## src/npcm_pkg.sv

```systemverilog
// Shared types and constants for the nearest palette colour mapper.
// No dependencies; imported by every module of the block.
package npcm_pkg;

  localparam int RGB_W  = 24;
  localparam int CHAN_W = 8;
  localparam int SIZE_W = 9;
  localparam int DIST_W = 18;
  localparam int CFG_IDX_W = 3;

  localparam logic CMD_LOAD = 1'b0;
  localparam logic CMD_MAP  = 1'b1;

  localparam logic [1:0] OUTCOME_MAPPED      = 2'd0;
  localparam logic [1:0] OUTCOME_BACKGROUND  = 2'd1;
  localparam logic [1:0] OUTCOME_TRANSPARENT = 2'd2;

  localparam logic [CFG_IDX_W-1:0] REG_PALETTE_SIZE       = 3'd0;
  localparam logic [CFG_IDX_W-1:0] REG_BACKGROUND_ENABLE  = 3'd1;
  localparam logic [CFG_IDX_W-1:0] REG_BACKGROUND_COLOR   = 3'd2;
  localparam logic [CFG_IDX_W-1:0] REG_TRANSPARENT_ENABLE = 3'd3;
  localparam logic [CFG_IDX_W-1:0] REG_TRANSPARENT_COLOR  = 3'd4;
  localparam logic [CFG_IDX_W-1:0] REG_REPLACEMENT_COLOR  = 3'd5;

  typedef enum logic [2:0] {
    ST_IDLE,
    ST_CLASSIFY,
    ST_SCAN,
    ST_DRAIN,
    ST_FINISH
  } state_t;

  typedef struct packed {
    logic [SIZE_W-1:0] palette_size;
    logic              background_enable;
    logic [RGB_W-1:0]  background_color;
    logic              transparent_enable;
    logic [RGB_W-1:0]  transparent_color;
    logic [RGB_W-1:0]  replacement_color;
  } cfg_t;

  typedef struct packed {
    logic       pix_load;
    logic       pal_write;
    logic       scan_start;
    logic       scan_step;
    logic       res_load;
    logic [1:0] res_outcome;
  } dp_cmd_t;

  typedef struct packed {
    logic bg_hit;
    logic tr_hit;
    logic scan_last;
    logic pipe_busy;
  } dp_sts_t;

  function automatic logic [CHAN_W-1:0] abs_diff(input logic [CHAN_W-1:0] a,
                                                 input logic [CHAN_W-1:0] b);
    abs_diff = (a > b) ? (a - b) : (b - a);
  endfunction

endpackage

```

## src/npcm_cfg.sv

```systemverilog
// Configuration register file for the palette mapper.
// Depends on npcm_pkg (cfg_t, register indexes).
module npcm_cfg import npcm_pkg::*; (
  input  logic                 clk,
  input  logic                 rst_n,
  input  logic                 cfg_valid,
  output logic                 cfg_ready,
  input  logic [CFG_IDX_W-1:0] cfg_index,
  input  logic [RGB_W-1:0]     cfg_data,
  output cfg_t                 cfg
);

  cfg_t cfg_r;

  assign cfg_ready = 1'b1;
  assign cfg       = cfg_r;

  always_ff @(posedge clk) begin
    if (!rst_n) begin
      cfg_r.palette_size       <= 9'd256;
      cfg_r.background_enable  <= 1'b0;
      cfg_r.background_color   <= '0;
      cfg_r.transparent_enable <= 1'b0;
      cfg_r.transparent_color  <= '0;
      cfg_r.replacement_color  <= '0;
    end else if (cfg_valid && cfg_ready) begin
      case (cfg_index)
        REG_PALETTE_SIZE:       cfg_r.palette_size       <= cfg_data[SIZE_W-1:0];
        REG_BACKGROUND_ENABLE:  cfg_r.background_enable  <= cfg_data[0];
        REG_BACKGROUND_COLOR:   cfg_r.background_color   <= cfg_data;
        REG_TRANSPARENT_ENABLE: cfg_r.transparent_enable <= cfg_data[0];
        REG_TRANSPARENT_COLOR:  cfg_r.transparent_color  <= cfg_data;
        REG_REPLACEMENT_COLOR:  cfg_r.replacement_color  <= cfg_data;
        default: ;
      endcase
    end
  end

endmodule

```

## config.mk

```make
export PLATFORM = sky130hd
export DESIGN_NAME = npcm_cfg
export DESIGN_NICKNAME = d
export VERILOG_FILES = /design/src/npcm_pkg.sv /design/src/npcm_cfg.sv
export SDC_FILE = /design/constraint.sdc
export NUM_CORES = 1
export LEC_CHECK = 0
export ABC_CLOCK_PERIOD_IN_PS = 1150
export BUFFER_PORTS_ARGS = -buffer_cell sky130_fd_sc_hd__buf_4
export CORE_MARGIN = 10
export CORE_UTILIZATION = 35
export DETAILED_ROUTE_END_ITERATION = 8
export SLEW_MARGIN = 20
export SYNTH_ARGS = -nofsm -noshare
export SYNTH_HDL_FRONTEND = slang
export SYNTH_SLANG_ARGS = --single-unit
```

## constraint.sdc

```tcl
create_clock -name clk -period 1.15 [get_ports clk]
set_input_delay 0 -clock clk [delete_from_list [all_inputs] [get_ports clk]]
set_output_delay 0 -clock clk [all_outputs]
set_load 0.05 [all_outputs]
```

# --- Word-level counts from Yosys, hierarchy flattened ---
# Cells that the tools add are included.
totals:
  reg_bits: 83
  out_inout_bits: 84
op_classes:
  n_eq_ne: 5
  n_reduce_logical: 7
op_table:
  columns: ["cell", "n"]
  rows:
  - ["$reduce_and 2->1", 6]
  - ["$eq 3x2->1 const B", 2]
  - ["$eq 3x3->1 const B", 2]
  - ["$eq 3x1->1 const B", 1]
  - ["$logic_not 3->1", 1]

# --- Depth between registers and ports, before layout ---
# Gate-level depths: netlist (run 1).
logic_depth:
  ltp_word: 2
  depth_mapped: 5
  depth_no_buf: 2

# --- Least setup slack after synthesis (run 1) ---
# OpenSTA, ideal clock, no wires.
synth_timing:
  path_kind: "input -> register"
  start: "input port cfg_index[1]"
  end: "register cfg_r, in the netlist cfg[74]"
  setup_ns: 0.123
  arrival_ns: 0.794
  path_slack_ns: 0.233
  stages: 3
  n_path_buf: 1
  path_cell_list: "or4b_1 -> buf_6 -> mux2i_1"
synth_between:
  elab_chain_len: 2
synth_rtl:
  columns: ["element", "line_no", "source"]
  rows:
  - ["start: declaration", "npcm_cfg.sv:8", "input logic [CFG_IDX_W-1:0] cfg_index,"]
  - ["$logic_not 3->1", "npcm_cfg.sv:27", "case (cfg_index)"]
  - ["$reduce_and 2->1 (no source line)", null, null]
  - ["end: declaration", "npcm_cfg.sv:13", "cfg_t cfg_r;"]
# No other way between the ends.
# A chain may end at the register's enable or synchronous reset.

# --- Final worst setup path (run 1) ---
layout_timing:
  start: "register cfg_r, in the netlist cfg[82]"
  end: "output port cfg[82] (netlist name)"
layout_rtl:
  columns: ["element", "line_no", "source"]
  rows:
  - ["end: declaration", "npcm_cfg.sv:10", "output cfg_t cfg"]
# No word-level cell between the ends.

==> results of run 1 <==
[final timing paths]
check,cells past startpoint,end
max reg2reg,2,cfg[82]
max,1,cfg[82]
min reg2reg,2,cfg[56]
min,3,cfg[24]
[power by group through the flow]
stage | combinational, W | sequential, W | clock, W
floorplan | 0.000217 | 0.00325 | 0
global placement | 0.000686 | 0.00304 | 0
detailed placement | 0.000692 | 0.00304 | 0
CTS | 0.000766 | 0.00297 | 0.00235
global route | 0.000810 | 0.00298 | 0.00244
finish | 0.000758 | 0.00297 | 0.00228
[kinds of logic after synthesis]
family / Yosys count
buf+inv: 23
flops: 83
mux: 83
other cells: 1
simple gates: 114
[metal layers]
metal  global-route usage  share of wire  vias to the layer above  wire, um
met5                    0              0                        -         0
met1               0.1479           0.43                     1168      3667
met3              0.04304          0.061                       14       517
li1                     -              -                     1265         -
met2               0.2156           0.49                       63      4117
met4              0.05848          0.019                        0       159
[repair_timing]
action                                  in CTS  in global routing
gates resized for setup                      0                  0
endpoints found under the setup margin       0                  0
hold buffers                                27                  0
endpoints found under the hold margin       70                  0
[final cells by class]
cell class	instances	area, um2	share of cell area
clock buffer	10	137.6	0.03022
clock inverter	5	77.57	0.01703
multi-input combinational	198	1314	0.2885
sequential	83	1662	0.3648
tap	108	135.1	0.02967
timing repair buffer	148	1229	0.2698
[stage by stage]
step / setup WS, ps / utilization / total power (W)
2_1_floorplan: 233.0 / - / 0.003470
3_3_place_gp: 53.54 / 0.4689 / 0.003724
3_5_place_dp: 41.03 / 0.4689 / 0.003730
4_1_cts: 202.2 / 0.5248 / 0.006082
5_1_grt: 173.7 / 0.5248 / 0.006232
6_report: 220.0 / 0.5248 / 0.006008
[cells in the final DEF, fill, tap and decap left out]
master | netlist | layout
or4b_1 | 1 | 1
mux2i_1 | 83 | 83
dlygate4sd3_1 | 0 | 27
buf_12 | 0 | 4
nand4bb_2 | 0 | 1
bufinv_16 | 0 | 2
nor2b_1 | 2 | 2
clkinv_2 | 0 | 2
nand4b_1 | 2 | 2
conb_1 | 1 | 1
clkinvlp_4 | 0 | 1
clkbuf_8 | 0 | 10
buf_4 | 5 | 117
nand2_1 | 106 | 106
dfxtp_1 | 83 | 83
and4bb_2 | 2 | 2
[cell usage after synthesis]
cell / count
nor2b_1: 2
buf_6: 1
buf_2: 8
or4b_1: 1
clkbuf_1: 9
nand2_1: 106
dfxtp_1: 83
and4bb_2: 2
nand4b_1: 2
buf_4: 5
mux2i_1: 83
conb_1: 1
nand4bb_1: 1
==> reports/results.tsv, run 1 <==
metric	value	unit
gp_congestion	0.7225	
cp_data_required_time	1150	ps
cts_sinks	83	
antenna_found_initial	0	
wl	8461	um
rows	34	
p_clk_frac	0.380	
syn_area_per_cell	10.17	um2
synth_mux_area_frac	0.2686	
synth-compound-area-share	0	
period_share	0.8087	
p_switching	0.001507	W
drtIter0Drc	68	
start_kind	register	
nNetsFinal	470	
fill_cells	797	
synth_fp_nets	334	
routed-via-count	2510	
antennaDiodeCount	0	
p_leak	2.282	nW
antenna_left	0	
r2r_setup_slack	530	ps
grt_start_max_net_pins	63	
io_buffer_count	112	
drt_pass1_iterations	4	
drv_cap	0	
crit_arrival	930	ps
critical_path.top_delay_family	flip-flops	
die-area	13000	um2
track_usage	0.1298	
synth_top_area_cell	dfxtp_1	
fin_crit	930.0	ps
setup_viol	0	
area_growth_syn_to_layout	47.25	%
synthTopCellsByArea	dfxtp_1 54%, mux2i_1 27%, nand2_1 13%	
seq_power_share	0.494	
drcViolationCount	0	
critical_path.slowest_cell	dfxtp_1	
clk_pin_slew	80	ps
ys_seq_area_frac	0.5372	
comb_power_share	0.126	
yosys_warnings	0	
fin_skew	0	ps
drive_gt1_frac	0.3131	
tns	0	ps
cp_slowest_stage_delay	370	ps
synth_fa_ha_area_frac	0	
tritoncts	done	
place_area	4069	um2
routedWlPerCell	15.33	um
synthCells	304	
synth_top_family_by_area	multiplexers	
largest_reg_flops	83	
synth-simple-area-share	0.1533	
die_h	114.0	um
cts_made_buffers	9	
clock_latency	340	ps
crit_buf_inv	1	
final_hold_viol_count	0	
finish.instance_area	4554	um2
synth_area	3093	um2
cp_max_fo	2	
fmax	1075	MHz
holdCritPathClass	input pin to register	
power_density	1319	nW/um2
rsz0062_at_grt	false	
die_w	114.0	um
crit-reg2reg-launch	cfg[82]	
worstPathCellList	buf_4	
grt_pass1_vias	2625	
worstSetupPathType	register to primary output	
overflow	0	
htreeDepth	3	
status	finished clean	
via_per_inst	4.547	
yosysUniqueCellTypes	13	
core_area	8678	um2
timing.hold.ws	66.50	ps
worstSetupEndpointType	primary output	
root_buffer	clkbuf_8	
fin_cells	552	
cts_setup_buffers	0	
peakVddDrop	0.0008328	V
synth_xor_area_frac	0	
p_int	0.004501	W
ys_ff_latch	83	
final-max-slew-violation-count	0	
initial_utilization	0.3564	
clockBufferDepth	2	
swShare	0.2509	
detailed_place_hpwl	6068	um
dp_cells	510	
io_pins	114	
synth_top_area_frac	0.5372	
hold_start	cfg_data[0]	
startpoint	cfg[82]	
grt_pass1_wl	13690	um
Power figures use the tool's default switching activity.
==> run 2: changes to the inputs <==
--- a/config.mk
+++ b/config.mk
@@ -5,7 +5,7 @@
 export SDC_FILE = /design/constraint.sdc
 export NUM_CORES = 1
 export LEC_CHECK = 0
-export ABC_CLOCK_PERIOD_IN_PS = 1150
+export ABC_CLOCK_PERIOD_IN_PS = 800
 export BUFFER_PORTS_ARGS = -buffer_cell sky130_fd_sc_hd__buf_4
 export CORE_MARGIN = 10
 export CORE_UTILIZATION = 35
==> constraint.sdc (replaced) <==
create_clock -name clk -period 0.8 [get_ports clk]
set_input_delay 0 -clock clk [delete_from_list [all_inputs] [get_ports clk]]
set_output_delay 0 -clock clk [all_outputs]
set_load 0.05 [all_outputs]
==> run 2 against run 1 <==
  * The run now ends with setup timing left
  * Setup slack worse by 290 ps
  * Total power rose by 53%
  * Sequential power grew 45%
  * Sequential share of layout area fell by 3.8 points
  * Combinational power is 68% higher
  * Flip-flop and latch count unchanged
  * Highest routed layer unchanged
==> reports/results.tsv, run 2 (synthesis results as in run 1) <==
metric	value	unit	change
status	complete, but fails checks		was finished clean
violations	setup timing		
period_share	1.085		
rsz0062_at_grt	true		was false
critical_path.slowest_cell	dfxtp_2		was dfxtp_1
drcViolationCount	0		unchanged
p_int	0.006898	W	was 0.004501 W
crit_buf_inv	1		unchanged
drv_cap	0		unchanged
clock_latency	340	ps	about the same
antennaDiodeCount	0		unchanged
fin_skew	0	ps	unchanged
finish.instance_area	5411	um2	was 4554 um2
critical_path.top_delay_family	flip-flops		unchanged
fill_cells	686		was 797
p_clk_frac	0.393		was 0.380
worstPathCellList	buf_8		was buf_4
start_kind	register		unchanged
initial_utilization	0.3564		unchanged
drive_gt1_frac	0.5230		was 0.3131
core_area	8678	um2	unchanged
seq_power_share	0.469		was 0.494
mostFrequentLayoutCell	nand2_1		was buf_4
root_buffer	clkbuf_8		unchanged
p_switching	0.002301	W	was 0.001507 W
drtIter0Drc	77		was 68
area_growth_syn_to_layout	74.96	%	was 47.25%
detailed_place_hpwl	6246	um	was 6068 um
tritoncts	done		unchanged
die-area	13000	um2	unchanged
die_w	114.0	um	unchanged
routed-via-count	2599		was 2510
clockBufferDepth	2		unchanged
place_area	4230	um2	was 4069 um2
worstSetupEndpointType	primary output		unchanged
startpoint	cfg[41]		was cfg[82]
swShare	0.2502		was 0.2509
fin_crit	868.4	ps	
cp_slowest_stage_delay	370	ps	about the same
cp_data_required_time	800	ps	was 1150 ps
io_buffer_count	112		unchanged
cts_sinks	83		unchanged
rows	34		unchanged
holdCritPathClass	input pin to register		unchanged
antenna_left	0		unchanged
drt_pass1_iterations	4		unchanged
antenna_found_initial	0		unchanged
via_per_inst	4.600		was 4.547
setup_ws	-68.39	ps	was 220.0 ps
final-seq-area	1768	um2	was 1662 um2
layout_common_cells	106 x nand2_1, 83 x mux2i_1, 83 x buf_8		was 117 x buf_4, 106 x nand2_1, 83 x mux2i_1, 83 x dfxtp_1, 27 x dlygate4sd3_1
grt_pass1_vias	2830		was 2625
grt_pass1_wl	15270	um	was 13690 um
peakVddDrop	0.0008355	V	was 0.0008328 V
worstSetupPathType	register to primary output		unchanged
overflow	0		unchanged
die_h	114.0	um	unchanged
final-max-slew-violation-count	0		unchanged
crit-reg2reg-launch	cfg[63]		was cfg[82]
wl	9340	um	was 8461 um
cts_made_buffers	9		unchanged
htreeDepth	3		unchanged
io_pins	114		unchanged
grt_start_max_net_pins	38		was 63
multi_input_area	1318	um2	was 1314 um2
cp_max_fo	2		unchanged
final_hold_viol_count	0		unchanged
routedWlPerCell	16.53	um	was 15.33 um
gp_congestion	0.7505		was 0.7225
track_usage	0.1449		was 0.1298
fmax	1152	MHz	
power_density	1700	nW/um2	was 1319 nW/um2
nNetsFinal	483		was 470
crit_arrival	870	ps	was 930 ps
dp_slack	-257.8	ps	was 41.03 ps
hold_start	cfg_data[0]		unchanged
largest_reg_flops	83		unchanged
p_leak	2.566	nW	was 2.282 nW
clk_pin_slew	90	ps	was 80 ps
setup_viol	83		was 0
comb_power_share	0.138		was 0.126
[run 2: cell count changes in the layout (fill, tap and decap cells not counted), sizes merged]
cell and delta:
buf +16, dlygate4sd3 -3, inv +2, bufinv +1
clkbuf -1, clkinv -1, clkinvlp -1
[run 2: power by group through the flow]
stage,clock network [W],registers (W),logic (W)
2_1_floorplan,0,0.00469,0.000316
3_3_place_gp,0,0.00438,0.00103
3_5_place_dp,0,0.00438,0.00103
4_1_cts,0.00370,0.00432,0.00126
5_1_grt,0.00389,0.00433,0.00134
6_report,0.00362,0.00432,0.00127
[run 2: final cells by class]
cell class                      instances  share of cell area
Tap cell                              108             0.02497
Clock buffer                            9             0.02289
Clock inverter                          6             0.02081
Sequential cell                        83              0.3267
Multi-Input combinational cell        198              0.2435
Timing Repair Buffer                  161              0.3612
[run 2: metrics by stage]
stage | hold slack, ps | util | cells | power, W | setup TNS, ps
4_1_cts | 66.89 | 0.6185 | 560 | 0.009277 | -5068
6_report | 66.68 | 0.6236 | 565 | 0.009200 | -3334
3_3_place_gp | 272.6 | 0.4875 | 517 | 0.005407 | -13580
3_5_place_dp | 288.9 | 0.4875 | 517 | 0.005417 | -14200
2_1_floorplan | 160.4 | - | 304 | 0.005010 | -1374
5_1_grt | 91.87 | 0.6236 | 565 | 0.009565 | -6560
[run 2: layer usage]
metal	part of all wire	routed length [um]	global-route usage
met1	0.39	3626	0.1557
met2	0.53	4932	0.2536
met3	0.060	560	0.04724
met4	0.024	221	0.06266
met5	0	0	0
[run 2: worst paths after layout]
kind / to / depth (start not counted) / slack [ps]
setup / recovery: cfg[41] / 1 / -70
hold / removal: cfg[0] / 3 / 70
setup reg to reg: cfg[63] / 3 / 100
hold reg to reg: cfg[37] / 2 / 470
[run 2: what timing repair did]
action / in CTS / in global routing
hold buffers: 24 / 0
resized for setup: 174 / 2
setup buffers: 4 / 5
setup endpoints to repair: 83 / 83
hold endpoints to repair: 71 / 0
