**src/npcm_pkg.sv**
```systemverilog
// Shared types and constants for the nearest palette colour mapper.
// No dependencies; imported by every module of the block.
package npcm_pkg;

  localparam int RGB_W  = 24;
  localparam int CHAN_W = 8;
  localparam int SIZE_W = 9;
  localparam int DIST_W = 18;
  localparam int CFG_IDX_W = 3;

  localparam logic CMD_LOAD = 1'b0;
  localparam logic CMD_MAP  = 1'b1;

  localparam logic [1:0] OUTCOME_MAPPED      = 2'd0;
  localparam logic [1:0] OUTCOME_BACKGROUND  = 2'd1;
  localparam logic [1:0] OUTCOME_TRANSPARENT = 2'd2;

  localparam logic [CFG_IDX_W-1:0] REG_PALETTE_SIZE       = 3'd0;
  localparam logic [CFG_IDX_W-1:0] REG_BACKGROUND_ENABLE  = 3'd1;
  localparam logic [CFG_IDX_W-1:0] REG_BACKGROUND_COLOR   = 3'd2;
  localparam logic [CFG_IDX_W-1:0] REG_TRANSPARENT_ENABLE = 3'd3;
  localparam logic [CFG_IDX_W-1:0] REG_TRANSPARENT_COLOR  = 3'd4;
  localparam logic [CFG_IDX_W-1:0] REG_REPLACEMENT_COLOR  = 3'd5;

  typedef enum logic [2:0] {
    ST_IDLE,
    ST_CLASSIFY,
    ST_SCAN,
    ST_DRAIN,
    ST_FINISH
  } state_t;

  typedef struct packed {
    logic [SIZE_W-1:0] palette_size;
    logic              background_enable;
    logic [RGB_W-1:0]  background_color;
    logic              transparent_enable;
    logic [RGB_W-1:0]  transparent_color;
    logic [RGB_W-1:0]  replacement_color;
  } cfg_t;

  typedef struct packed {
    logic       pix_load;
    logic       pal_write;
    logic       scan_start;
    logic       scan_step;
    logic       res_load;
    logic [1:0] res_outcome;
  } dp_cmd_t;

  typedef struct packed {
    logic bg_hit;
    logic tr_hit;
    logic scan_last;
    logic pipe_busy;
  } dp_sts_t;

  function automatic logic [CHAN_W-1:0] abs_diff(input logic [CHAN_W-1:0] a,
                                                 input logic [CHAN_W-1:0] b);
    abs_diff = (a > b) ? (a - b) : (b - a);
  endfunction

endpackage

```
**src/npcm_ctrl.sv**
```systemverilog
// Sequencing state machine: input transfer, classify, palette scan, result hand-off.
// Depends on npcm_pkg (state_t, dp_cmd_t, dp_sts_t, codes).
module npcm_ctrl import npcm_pkg::*; (
  input  logic    clk,
  input  logic    rst_n,
  input  logic    in_tvalid,
  output logic    in_tready,
  input  logic    in_tuser,
  output logic    out_tvalid,
  input  logic    out_tready,
  input  dp_sts_t sts,
  output dp_cmd_t cmd
);

  state_t     state_r, state_nxt;
  logic [1:0] outcome_r, outcome_nxt;
  logic       out_valid_r, out_valid_nxt;
  logic       accept;

  assign out_tvalid = out_valid_r;
  assign in_tready  = (state_r == ST_IDLE);
  assign accept     = in_tvalid && in_tready;

  always_ff @(posedge clk) begin
    if (!rst_n) begin
      state_r     <= ST_IDLE;
      outcome_r   <= OUTCOME_MAPPED;
      out_valid_r <= 1'b0;
    end else begin
      state_r     <= state_nxt;
      outcome_r   <= outcome_nxt;
      out_valid_r <= out_valid_nxt;
    end
  end

  always_comb begin
    state_nxt     = state_r;
    outcome_nxt   = outcome_r;
    out_valid_nxt = out_valid_r && !out_tready;
    cmd           = '0;
    cmd.res_outcome = outcome_r;
    case (state_r)
      ST_IDLE: begin
        if (accept) begin
          if (in_tuser == CMD_MAP) begin
            cmd.pix_load = 1'b1;
            state_nxt    = ST_CLASSIFY;
          end else begin
            cmd.pal_write = 1'b1;
          end
        end
      end
      ST_CLASSIFY: begin
        if (sts.bg_hit) begin
          outcome_nxt = OUTCOME_BACKGROUND;
          state_nxt   = ST_FINISH;
        end else if (sts.tr_hit) begin
          outcome_nxt = OUTCOME_TRANSPARENT;
          state_nxt   = ST_FINISH;
        end else begin
          outcome_nxt    = OUTCOME_MAPPED;
          cmd.scan_start = 1'b1;
          state_nxt      = ST_SCAN;
        end
      end
      ST_SCAN: begin
        cmd.scan_step = 1'b1;
        if (sts.scan_last) begin
          state_nxt = ST_DRAIN;
        end
      end
      ST_DRAIN: begin
        if (!sts.pipe_busy) begin
          state_nxt = ST_FINISH;
        end
      end
      ST_FINISH: begin
        if (!out_valid_r || out_tready) begin
          cmd.res_load  = 1'b1;
          out_valid_nxt = 1'b1;
          state_nxt     = ST_IDLE;
        end
      end
      default: state_nxt = ST_IDLE;
    endcase
  end

endmodule

```
**config.mk**
```make
export PLATFORM = sky130hd
export DESIGN_NAME = npcm_ctrl
export DESIGN_NICKNAME = d
export VERILOG_FILES = /design/src/npcm_pkg.sv /design/src/npcm_ctrl.sv
export SDC_FILE = /design/constraint.sdc
export NUM_CORES = 1
export LEC_CHECK = 0
export BUFFER_PORTS_ARGS = -buffer_cell sky130_fd_sc_hd__buf_2
export CAP_MARGIN = 20
export CORE_AREA = 5 5 42 44
export CTS_BUF_LIST = sky130_fd_sc_hd__clkbuf_4
export CTS_CLUSTER_SIZE = 28
export DETAILED_ROUTE_END_ITERATION = 7
export DIE_AREA = 0 0 47 49
export PLACE_DENSITY_LB_ADDON = 0.15
export SYNTH_ARGS = -nofsm -noshare
export SYNTH_HDL_FRONTEND = slang
export SYNTH_SLANG_ARGS = --single-unit
```
**constraint.sdc**
```tcl
create_clock -name clk -period 2.6 [get_ports clk]
set_input_delay 0.13 -clock clk [delete_from_list [all_inputs] [get_ports clk]]
set_output_delay 0.13 -clock clk [all_outputs]
set_load 0.01 [all_outputs]
```
Word-level counts from Yosys, hierarchy flattened
Index checks and enable logic that the tools add are counted.
{"block": "totals", "regBits": 6, "latchBits": 0, "ramBits": 0, "rom_bits": 0, "in_bits": 9, "memories": 0}
{"block": "classes", "add_sub_neg": 0, "mul": 0, "div": 0, "n_lt_le_gt_ge": 0, "n_eq_ne": 9, "shifts": 0, "muxes": 22, "n_bitwise": 0, "reduce_logical": 7}
{"cell": "3-bit 2-to-1 mux", "count": 7}
{"cell": "3-bit case mux with 5 select lines", "count": 1}
{"cell": "1-bit 2-to-1 mux", "count": 10}
{"cell": "2-bit 2-to-1 mux", "count": 4}
{"cell": "3-bit by 2-bit equality test with 1-bit output (second input constant)", "count": 2}
{"cell": "2-bit != test (second input constant)", "count": 3}
{"cell": "5-bit AND reduction", "count": 1}
{"cell": "2-bit by 1-bit != test with 1-bit output (second input constant)", "count": 2}
{"cell": "3-bit by 1-bit equality test with 1-bit output (second input constant)", "count": 1}
{"cell": "3-bit equality test (second input constant)", "count": 1}
{"cell": "3-bit zero test", "count": 1}
{"cell": "1-bit logical AND", "count": 2}
{"cell": "1-bit zero test", "count": 2}
{"cell": "1-bit logical OR", "count": 1}

Longest topological paths before layout
Gate-level depths: netlist (run 1).
{"block": "depth", "depth_word": 4, "mapped_depth": 5}

Worst setup path after synthesis (run 1)
Ideal clock, no wire load.
{"block": "synth_timing", "kind": "flip-flop to output port", "startpoint": "register state_r[1]", "endpoint": "output cmd[5] (netlist name)", "t_arrival_ns": 1.092, "required_time_ns": 2.470, "setup_slack_ns": 1.378, "stages_incl_launch_ff": 5, "path_buffers": 1, "path_cell_list": "dfxtp_1 > buf_4 > nor3_1 > nand2_1 > nor2_1"}
{"element": "from (decl)", "line_no": "npcm_ctrl.sv:15", "source": "state_t state_r, state_nxt;"}
{"element": "from (signal assigned)", "line_no": "npcm_ctrl.sv:30", "source": "state_r <= state_nxt;"}
{"element": "to (decl)", "line_no": "npcm_ctrl.sv:12", "source": "output dp_cmd_t cmd"}

==> results by group, run 1 <==
Run status
  • Run status: finished, final reports clean

Worst setup path
  • CP Capture Type: primary output
  • Critical Path Start Type: flop
  • Slowest cell on crit path: dfxtp_1
  • Arr. time, crit path: 1.31 ns
  • Required @ worst endpoint: between 2 and 2.5 ns
  • Crit-path max FO: 14
  • CP cell instances: nor3_1, and3_1, buf_2
  • Crit path max-delay family: simple AND/OR/NAND/NOR gates
  • Critical path's largest stage delay: between 0.4 and 0.5 ns
  • Critical path buffers and inverters: 1
  • CP Class: reg2out

Clock tree
  • CTS max path bufs: 2
  • Clock Root Buffer: clkbuf_4
  • H-tree depth: 1
  • Clock transition at path regs: about 0.040 ns
  • # resized after CTS: 0
  • TritonCTS clock tree: yes
  • Cts-stage hold buffer count: 0
  • CTS Buf Count: 3
  • Sink Count: 6
  • Post-CTS setup repair buffer count: 0
  • Worst skew pair latency: 0.25 ns

Finish
  • Final nets: 77
  • Design Area, Final: approximately 490 um2
  • Antenna Cells: 0
  • Post-Layout Cell Count: 82
  • Share of layout cells above drive strength 1: 0.3333
  • Area grow syn2layout: 27.21%
  • Most frequent cells in the layout: buf_2, nand2_1, dfxtp_1
  • Commonest non-fill, non-tap cell in the layout: buf_2

Logic synthesis
  • Mean Syn Cell Area: roughly 8 um2
  • Number of synthesized register bits: 6
  • Syn_nets: 58
  • Ys Warns: 0
  • Synth top area cells: dfxtp_1, nand2_1, nor2_1
  • Seq/Total Area, Yosys: 0.3148
  • Top cell type's share of synthesized area: 0.3148
  • Post-synthesis cell area: approximately 380 um2
  • Unique masters post-synth: 27
  • Post-synth top area cell: dfxtp_1
  • Synthesized instance count: 49

Placed design
  • Placed insts: slightly below 80
  • PortBufs: 17
  • Dpl cell area: approximately 460 um2
  • DP Wirelength: 679.9 um
  • Pre-CTS setup slack: ~1.3 ns
  • RD Place Congestion: 0.6841

STA
  • Fin Setup TNS: 0 ns
  • Relative slew slack: 0.7297
  • Final Cycle Share: 0.5524
  • Post-Route Skew: 0.008858 ns
  • Slew at the pin with the worst max-slew slack: roughly 0.40 ns
  • Highest Clock Rate: between 0.6 and 0.7 GHz
  • Final setup margin: 1.164 ns
  • Final setup violating endpoints: 0
  • Final hold violations: 0
  • Final min period: between 1 and 1.5 ns
  • Final Max Tran Viols: 0
  • RSZ-0062 raised after global routing: no

Floorplan
  • IO Pins: 18
  • Die width: ~47 um
  • Core area: 1401 um2
  • FP Rows: 14
  • Die span in y: a little under 50 um
  • Starting Density: 0.2723
  • Die ar.: roughly 2300 um2

Global route
  • First-pass GRT wire length: 1531 um
  • GR Overflow Total: 0
  • Total GRT Usage: 0.09072
  • Vias in the first global route: 393
  • Initial antenna violation count: 0
  • Largest net degree at the start of global routing: 15

Pwr
  • Power per cell area: roughly 520 nW/um2
  • Maximum vdd drop: 0.0002165 V
  • Pleak: between 0.2 and 0.25 nW
  • Total Power: 254.8 uW

Detailed routing
  • Via/cell ratio: just under 5
  • Drt total wl: approximately 900 um
  • DR pass1 iterations: 2
  • DRC errors left: 0
  • DR iter-0 viols: 5
  • WL/cell: roughly 11 um
  • Vias: ~400
  • DRT antenna net count: 0

Flow run
  • MaxCap Viol Count: 0

Hold path
  • Worst Hold Class: in2reg
[cell families (layout without fill, tap and decap cells)]
logic type | count (synthesis) | after routing | share of synthesized area
compound gates | 12 | 12 | 0.2164
simple gates | 25 | 25 | 0.3410
mux | 2 | 2 | 0.05574
buf+inv | 4 | 21 | 0.07211
flops | 6 | 6 | 0.3148
[report_power, final]
part | leakage [nW] | internal, mW | total [mW] | switching (mW)
clock | 0.0138 | 0.0523 | 0.0875 | 0.0352
sequential | 0.0488 | 0.0976 | 0.109 | 0.0110
combinational | 0.147 | 0.0282 | 0.0587 | 0.0305
[layout make-up]
type | instances | area [um2]
inverter | 1 | 3.754
fill | 169 | 915.9
timing repair buffer | 17 | 85.08
clock buffer | 3 | 22.52
multi-input combinational | 39 | 234.0
tap | 16 | 20.02
sequential | 6 | 120.1
[sequential cells by signal, indices dropped and copies added (netlist names)]
signal / flops
state_r: 3
outcome_r: 2
out_tvalid: 1
[synthesized netlist by cell type, drive strengths merged]
master,count
nand2,7
dfxtp,6
nor2,5
buf,3
nor2b,3
nor3,3
o21ai,3
a21oi,2
nor3b,2
a211oi,1
a21boi,1
a31oi,1
a32oi,1
and2,1
and3,1
inv,1
mux2,1
mux2i,1
nand3,1
nand3b,1
nand4b,1
o311ai,1
o32a,1
o41ai,1
[final timing paths]
| kind | startpoint | end | slack [ns] | depth (start not counted) |
|---|---|---|---|---|
| setup / recovery | state_r[2] | cmd[6] | 1.16 | 3 |
| hold / removal | rst_n | state_r[2] | 0.16 | 2 |
| setup reg to reg | state_r[0] | state_r[1] | 1.33 | 4 |
| hold reg to reg | outcome_r[1] | outcome_r[1] | 0.46 | 2 |
[metrics by stage]
step	util	hold WS (ns)
after floorplan	-	0.2517
after global placement	0.3304	0.4134
after detailed placement	0.3304	0.4124
after CTS	0.3464	0.1621
after global routing	0.3464	0.1710
final	0.3464	0.1634
[routing by layer]
metal / track usage / routed length [um] / up-vias
met5: 0 / 0 / -
met2: 0.1199 / 377 / 11
met3: 0.02214 / 71 / 2
li1: - / - / 215
met1: 0.1204 / 438 / 175
met4: 0.06912 / 16 / 0
No activity file was read; power rests on OpenSTA's default activity.
==> inputs of run 2 (changes only) <==
--- a/config.mk
+++ b/config.mk
@@ -5,6 +5,7 @@
 export SDC_FILE = /design/constraint.sdc
 export NUM_CORES = 1
 export LEC_CHECK = 0
+export ABC_AREA = 1
 export BUFFER_PORTS_ARGS = -buffer_cell sky130_fd_sc_hd__buf_2
 export CAP_MARGIN = 20
 export CORE_AREA = 5 5 42 44
==> constraint.sdc (replaced) <==
create_clock -name clk -period 1.38 [get_ports clk]
set_input_delay 0.069 -clock clk [delete_from_list [all_inputs] [get_ports clk]]
set_output_delay 0.069 -clock clk [all_outputs]
set_load 0.01 [all_outputs]
==> run 2 against run 1 <==
Net effect:
- worst hold slack worse by 0.073 ns
- clock skew down 0.0060 ns
- setup slack worse by 1.1 ns
==> results by group, run 2 <==
Pwr
  • Maximum vdd drop: between 0.0008 and 0.0009 V
  • Sw frac: 0.4580
  • Power per cell area: a little over 2000 nW/um2
  • Power share of the clock group: 0.141
  • P_int: 578.6 uW
  • Comb pwr share: 0.570
  • Pleak: about 0.27 nW
  • Sequential Power Share: 0.289
  • Total Power: approximately 1.1 mW
  • Net Sw Power: between 400 and 500 uW

Worst setup path
  • Cell count of the worst reg-to-reg path: 7
  • Critical Path Start Type: flop
  • CP Capture Type: primary output
  • Arr. time, crit path: ~1.2 ns
  • R2r setup slk: 0.24 ns
  • Required @ worst endpoint: 1.31 ns
  • Crit-path max FO: 5
  • Reg2reg end: state_r[2]
  • CP Class: reg2out
  • Worst r2r src: state_r[1]
  • Crit. Startpoint: state_r[2]
  • Critical path capture point: cmd[5]

Finish
  • Reg with most FFs: state_r
  • Antenna Cells: 0
  • Max reg flops: 3
  • Commonest non-fill, non-tap cell in the layout: buf_2
  • Area grow syn2layout: 33.44%
  • Multi-input gate area: about 230 um2
  • FF+latch area: 122.6 um2
  • Filler cells: 166
  • Most frequent cells in the layout: buf_2, nand2_1, inv_1, nor2_1
  • Share of layout cells above drive strength 1: 0.4430
  • Final nets: 90

Logic synthesis
  • Number of synthesized register bits: 6
  • Syn_nets: around 70
  • Synthesized instance count: 59
  • Post-synth ARST share: 0
  • Top cell type's share of synthesized area: 0.3087
  • Ys Warns: 0
  • Synth top area cells: dfxtp_1, nand2_1, inv_1
  • Most common cell in the netlist: nand2_1
  • Seq/Total Area, Yosys: 0.3087
  • Post-synth top area cell: dfxtp_1
  • Predominant post-synthesis flop cell: dfxtp_1
  • Mean Syn Cell Area: 6.595 um2
  • EDFF count, synth: 0
  • Unique masters post-synth: 19
  • Post-synthesis cell area: a little under 400 um2
  • Commonest cells in the netlist: nand2_1, inv_1, nor2_1

Placed design
  • RD Place Congestion: 0.6719
  • Pre-CTS setup slack: 0.2613 ns
  • DP Wirelength: 779 um
  • PortBufs: 17

Detailed routing
  • DRT antenna net count: 0
  • DR iter-0 viols: 11
  • DR pass1 iterations: 4
  • WL/cell: roughly 9.4 um
  • Met1 WL: 396 um
  • Vias: around 420
  • Highest Signal Layer: met4
  • Met3 Routed Length: roughly 70 um
  • DRC errors left: 0
  • Drt total wl: roughly 890 um
  • Via/cell ratio: ~4.4
  • Detail Route met2 WL: between 400 and 500 um

STA
  • RSZ-0062 raised after global routing: no
  • Post-Route Skew: about 0.0028 ns
  • Final setup margin: between 0.09 and 0.1 ns
  • Final Max Tran Viols: 0
  • Relative slew slack: 0.8541
  • Final setup violating endpoints: 0
  • Slew at the pin with the worst max-slew slack: 0.2180 ns
  • Highest Clock Rate: slightly below 0.8 GHz
  • Final Cycle Share: 0.9337
  • Fin Setup TNS: 0 ns
  • Final hold violations: 0
  • Final min period: around 1.3 ns

Floorplan
  • Die span in y: between 40 and 50 um
  • Die width: 47 um
  • FP Rows: 14
  • Core area: 1401 um2
  • Die ar.: 2303 um2
  • Starting Density: 0.2777
  • IO Pins: 18

Clock tree
  • H-tree depth: 1
  • Clock transition at path regs: 0.04 ns
  • Clock Root Buffer: clkbuf_4
  • Post-CTS setup repair buffer count: 0
  • Sink Count: 6
  • TritonCTS clock tree: yes
  • CTS max path bufs: 2
  • CTS Buf Count: 3
  • Worst skew pair latency: ~0.24 ns

Global route
  • Total GRT Usage: 0.08610
  • First-pass GRT wire length: 1407 um
  • Vias in the first global route: 334
  • GR Overflow Total: 0
  • Initial antenna violation count: 0
  • Largest net degree at the start of global routing: 7

Run status
  • Run status: finished, final reports clean

Flow run
  • MaxCap Viol Count: 0

Hold path
  • Worst Hold Class: in2reg
-- run 2: changes by cell type in the layout (fill, tap and decap cells not counted), moves of 3 or more --
| cell | delta |
|---|---|
| nor2_1 | +4 |
| nand2_1 | +6 |
| inv_1 | +8 |
| nor2b_1 | -3 |
| nor2_2 | +4 |
-- run 2: worst max-delay path, cell delays in order, from the launching register on --
cell and delay, ns:
dfxtp_2 0.34, inv_2 0.07, nand2_1 0.07, nor2_2 0.14, inv_1 0.08, nor3_1 0.12, buf_2 0.15
-- run 2: timing repair --
item | 4_1_cts | 5_1_grt
endpoints found under the setup margin | 0 | 1
gates resized for setup | 0 | 2
hold buffers | 0 | 0
endpoints found under the hold margin | 0 | 0
-- run 2: power by group through the flow --
stage / Clock [mW] / Combinational (mW) / Sequential [mW]
2_1_floorplan: 0 / 0.448 / 0.305
3_3_place_gp: 0 / 0.616 / 0.304
3_5_place_dp: 0 / 0.611 / 0.305
4_1_cts: 0.163 / 0.615 / 0.302
5_1_grt: 0.166 / 0.694 / 0.317
6_report: 0.150 / 0.608 / 0.309
-- run 2: area by class of cell --
| class | instances | area share |
|---|---|---|
| clock buffers | 3 | 0.04337 |
| inverters | 10 | 0.07229 |
| multi-input cells | 43 | 0.4458 |
| flip-flops and latches | 6 | 0.2361 |
| well taps | 16 | 0.03855 |
| repair buffers | 17 | 0.1639 |
-- run 2: worst min path at each step --
stage                   from      endpoint  slack, ns  cells after the start
floorplan           in_tuser        cmd[5]       0.19                      1
global placement      sts[2]  outcome_r[1]       0.34                      3
detailed placement    sts[2]  outcome_r[1]       0.34                      3
CTS                   sts[2]  outcome_r[1]       0.09                      3
global route          sts[2]  outcome_r[1]       0.10                      3
finish                sts[2]  outcome_r[1]       0.09                      3
-- run 2: layer usage --
metal | vias up | track usage
met5 | - | 0
met4 | 0 | 0.05530
met3 | 2 | 0.03321
met2 | 11 | 0.1086
met1 | 177 | 0.1173
li1 | 227 | -
-- run 2: stage by stage --
stage | cell area (um2) | utilization | hold slack, ns | instances
final | 519.2 | 0.3705 | 0.09063 | 95
after global routing | 519.2 | 0.3705 | 0.1010 | 95
after CTS | 516.7 | 0.3688 | 0.08631 | 95
after detailed placement | 494.2 | 0.3527 | 0.3380 | 92
after global placement | 494.2 | 0.3527 | 0.3399 | 92
after floorplan | 389.1 | - | 0.1887 | 59
-- run 2: kinds of logic after synthesis --
group / count (synthesis) / synth area share
AND/OR/NAND/NOR: 37 / 0.4887
AO/OA/AOI/OAI: 6 / 0.1061
buffers and inverters: 10 / 0.09645
flip-flops: 6 / 0.3087
==> inputs of run 3 (changes only) <==
--- a/config.mk
+++ b/config.mk
@@ -13,7 +13,7 @@
 export CTS_CLUSTER_SIZE = 28
 export DETAILED_ROUTE_END_ITERATION = 7
 export DIE_AREA = 0 0 47 49
-export PLACE_DENSITY_LB_ADDON = 0.15
+export PLACE_DENSITY = 0.55
 export SYNTH_ARGS = -nofsm -noshare
 export SYNTH_HDL_FRONTEND = slang
 export SYNTH_SLANG_ARGS = --single-unit
==> run 3 against run 2 <==
Net effect:
- utilization is 0.36 points higher
- setup slack better by 0.050 ns
- power rose by 1.2%
- sequential share of layout area down 0.23 points
- global-route usage increased by 0.69 points
- clock power grew 8%
- critical endpoint unchanged
- largest cell class unchanged
- largest power group unchanged
==> results by group, run 3 (synthesis results as in run 2) <==
Run status
  • Run status: finished, final reports clean

Clock tree
  • H-tree depth: 1
  • Sink Count: 6
  • Worst skew pair latency: 0.24 ns
  • CTS max path bufs: 2
  • TritonCTS clock tree: yes
  • CTS Buf Count: 3
  • Clock Root Buffer: clkbuf_4
  • Clock transition at path regs: 0.04 ns

Placed design
  • Dpl cell area: 494.2 um2
  • PortBufs: 17
  • DP Wirelength: a little under 800 um
  • RD Place Congestion: slightly above 0.7

Worst setup path
  • Crit. Startpoint: state_r[2]
  • Reg2reg end: state_r[2]
  • Crit-path max FO: 5
  • Critical path capture point: cmd[5]
  • R2r setup slk: ~0.28 ns
  • Worst r2r src: out_tvalid
  • Critical Path Start Type: flop
  • Cell count of the worst reg-to-reg path: 7
  • CP Class: reg2out
  • CP Capture Type: primary output
  • Arr. time, crit path: between 1 and 1.5 ns
  • Required @ worst endpoint: approximately 1.3 ns

Global route
  • GR Overflow Total: 0
  • Initial antenna violation count: 0
  • Largest net degree at the start of global routing: 7
  • Vias in the first global route: around 400
  • First-pass GRT wire length: between 1500 and 2000 um
  • Total GRT Usage: 0.09296

Finish
  • Share of layout cells above drive strength 1: 0.4557
  • Reg with most FFs: state_r
  • Final nets: 90
  • Max reg flops: 3
  • Most frequent cells in the layout: buf_2, nand2_1, inv_1, nor2_1
  • Design Area, Final: 524.3 um2
  • Commonest non-fill, non-tap cell in the layout: buf_2
  • Area grow syn2layout: 34.73%
  • Antenna Cells: 0

STA
  • RSZ-0062 raised after global routing: no
  • Highest Clock Rate: between 0.8 and 0.9 GHz
  • Final Max Tran Viols: 0
  • Final hold violations: 0
  • Fin Setup TNS: 0 ns
  • Final setup violating endpoints: 0
  • Final min period: roughly 1.2 ns
  • Relative slew slack: 0.8467
  • Post-Route Skew: ~0.0037 ns
  • Slew at the pin with the worst max-slew slack: 0.2289 ns
  • Final Cycle Share: 0.8971

Detailed routing
  • Drt total wl: around 920 um
  • Via/cell ratio: ~4.2
  • Vias: about 400
  • DR pass1 iterations: 2
  • WL/cell: 9.642 um
  • DRT antenna net count: 0
  • DRC errors left: 0
  • DR iter-0 viols: 3

Floorplan
  • Die span in y: 49 um
  • Starting Density: 0.2777
  • Die ar.: 2303 um2
  • Die width: 47 um
  • IO Pins: 18
  • FP Rows: 14
  • Core area: 1401 um2

Hold path
  • Worst Hold Class: in2reg
  • Worst Hold Depth: 3

Pwr
  • Power per cell area: ~2000 nW/um2
  • Pleak: 0.2727 nW
  • Total Power: roughly 1.1 mW
  • Maximum vdd drop: a little under 0.0009 V

Flow run
  • MaxCap Viol Count: 0
[run 3: cell counts in the layout (fill, tap and decap cells not counted)]
No cell type changed its count.
[run 3: how the worst min path moves through the flow]
stage	endpoint	slack (ns)	from
floorplan	cmd[5]	0.19	in_tuser
global placement	outcome_r[1]	0.34	sts[2]
detailed placement	state_r[0]	0.34	rst_n
CTS	state_r[0]	0.08	rst_n
global route	state_r[0]	0.08	rst_n
finish	state_r[0]	0.08	rst_n
[run 3: report_power, final]
part,switching (mW),internal [mW],total [mW]
Combinational,0.373,0.240,0.613
Clock,0.0632,0.0984,0.162
Sequential,0.0649,0.240,0.305
[run 3: critical path, cell delays in order (launching register included)]
cell     delay, ns
dfxtp_2       0.34
inv_2         0.07
nand2_1       0.07
nor2_2        0.12
inv_1         0.09
nor3_2        0.09
buf_2         0.15
[run 3: layer usage]
layer / vias up / track usage / routed length [um]
met5: - / 0 / 0
met3: 2 / 0.06273 / 64
met4: 0 / 0.01382 / 10
met1: 163 / 0.1099 / 378
li1: 223 / - / -
met2: 9 / 0.1403 / 462
[run 3: per-stage QoR]
step / hold slack, ns / std cells / setup slack, ns / util
after floorplan: 0.1887 / 59 / 0.3155 / -
after global placement: 0.3359 / 92 / 0.2592 / 0.3527
after detailed placement: 0.3379 / 92 / 0.2622 / 0.3527
after CTS: 0.07849 / 95 / 0.06203 / 0.3688
after global routing: 0.07506 / 95 / 0.02461 / 0.3741
final: 0.08173 / 95 / 0.1420 / 0.3741
[run 3: repair_timing]
action                                 in CTS  in global routing
endpoints found under the hold margin       0                  0
resized for setup                           0                  3
setup endpoints to repair                   0                  1
setup buffers                               0                  0
hold buffers                                0                  0
[run 3: final cells by class]
class / instances / area [um2]
Fill cell: 166 / 877.1
Sequential cell: 6 / 122.6
Clock buffer: 3 / 22.52
Tap cell: 16 / 20.02
Multi-Input combinational cell: 43 / 236.5
Timing Repair Buffer: 17 / 85.08
Inverter: 10 / 37.54
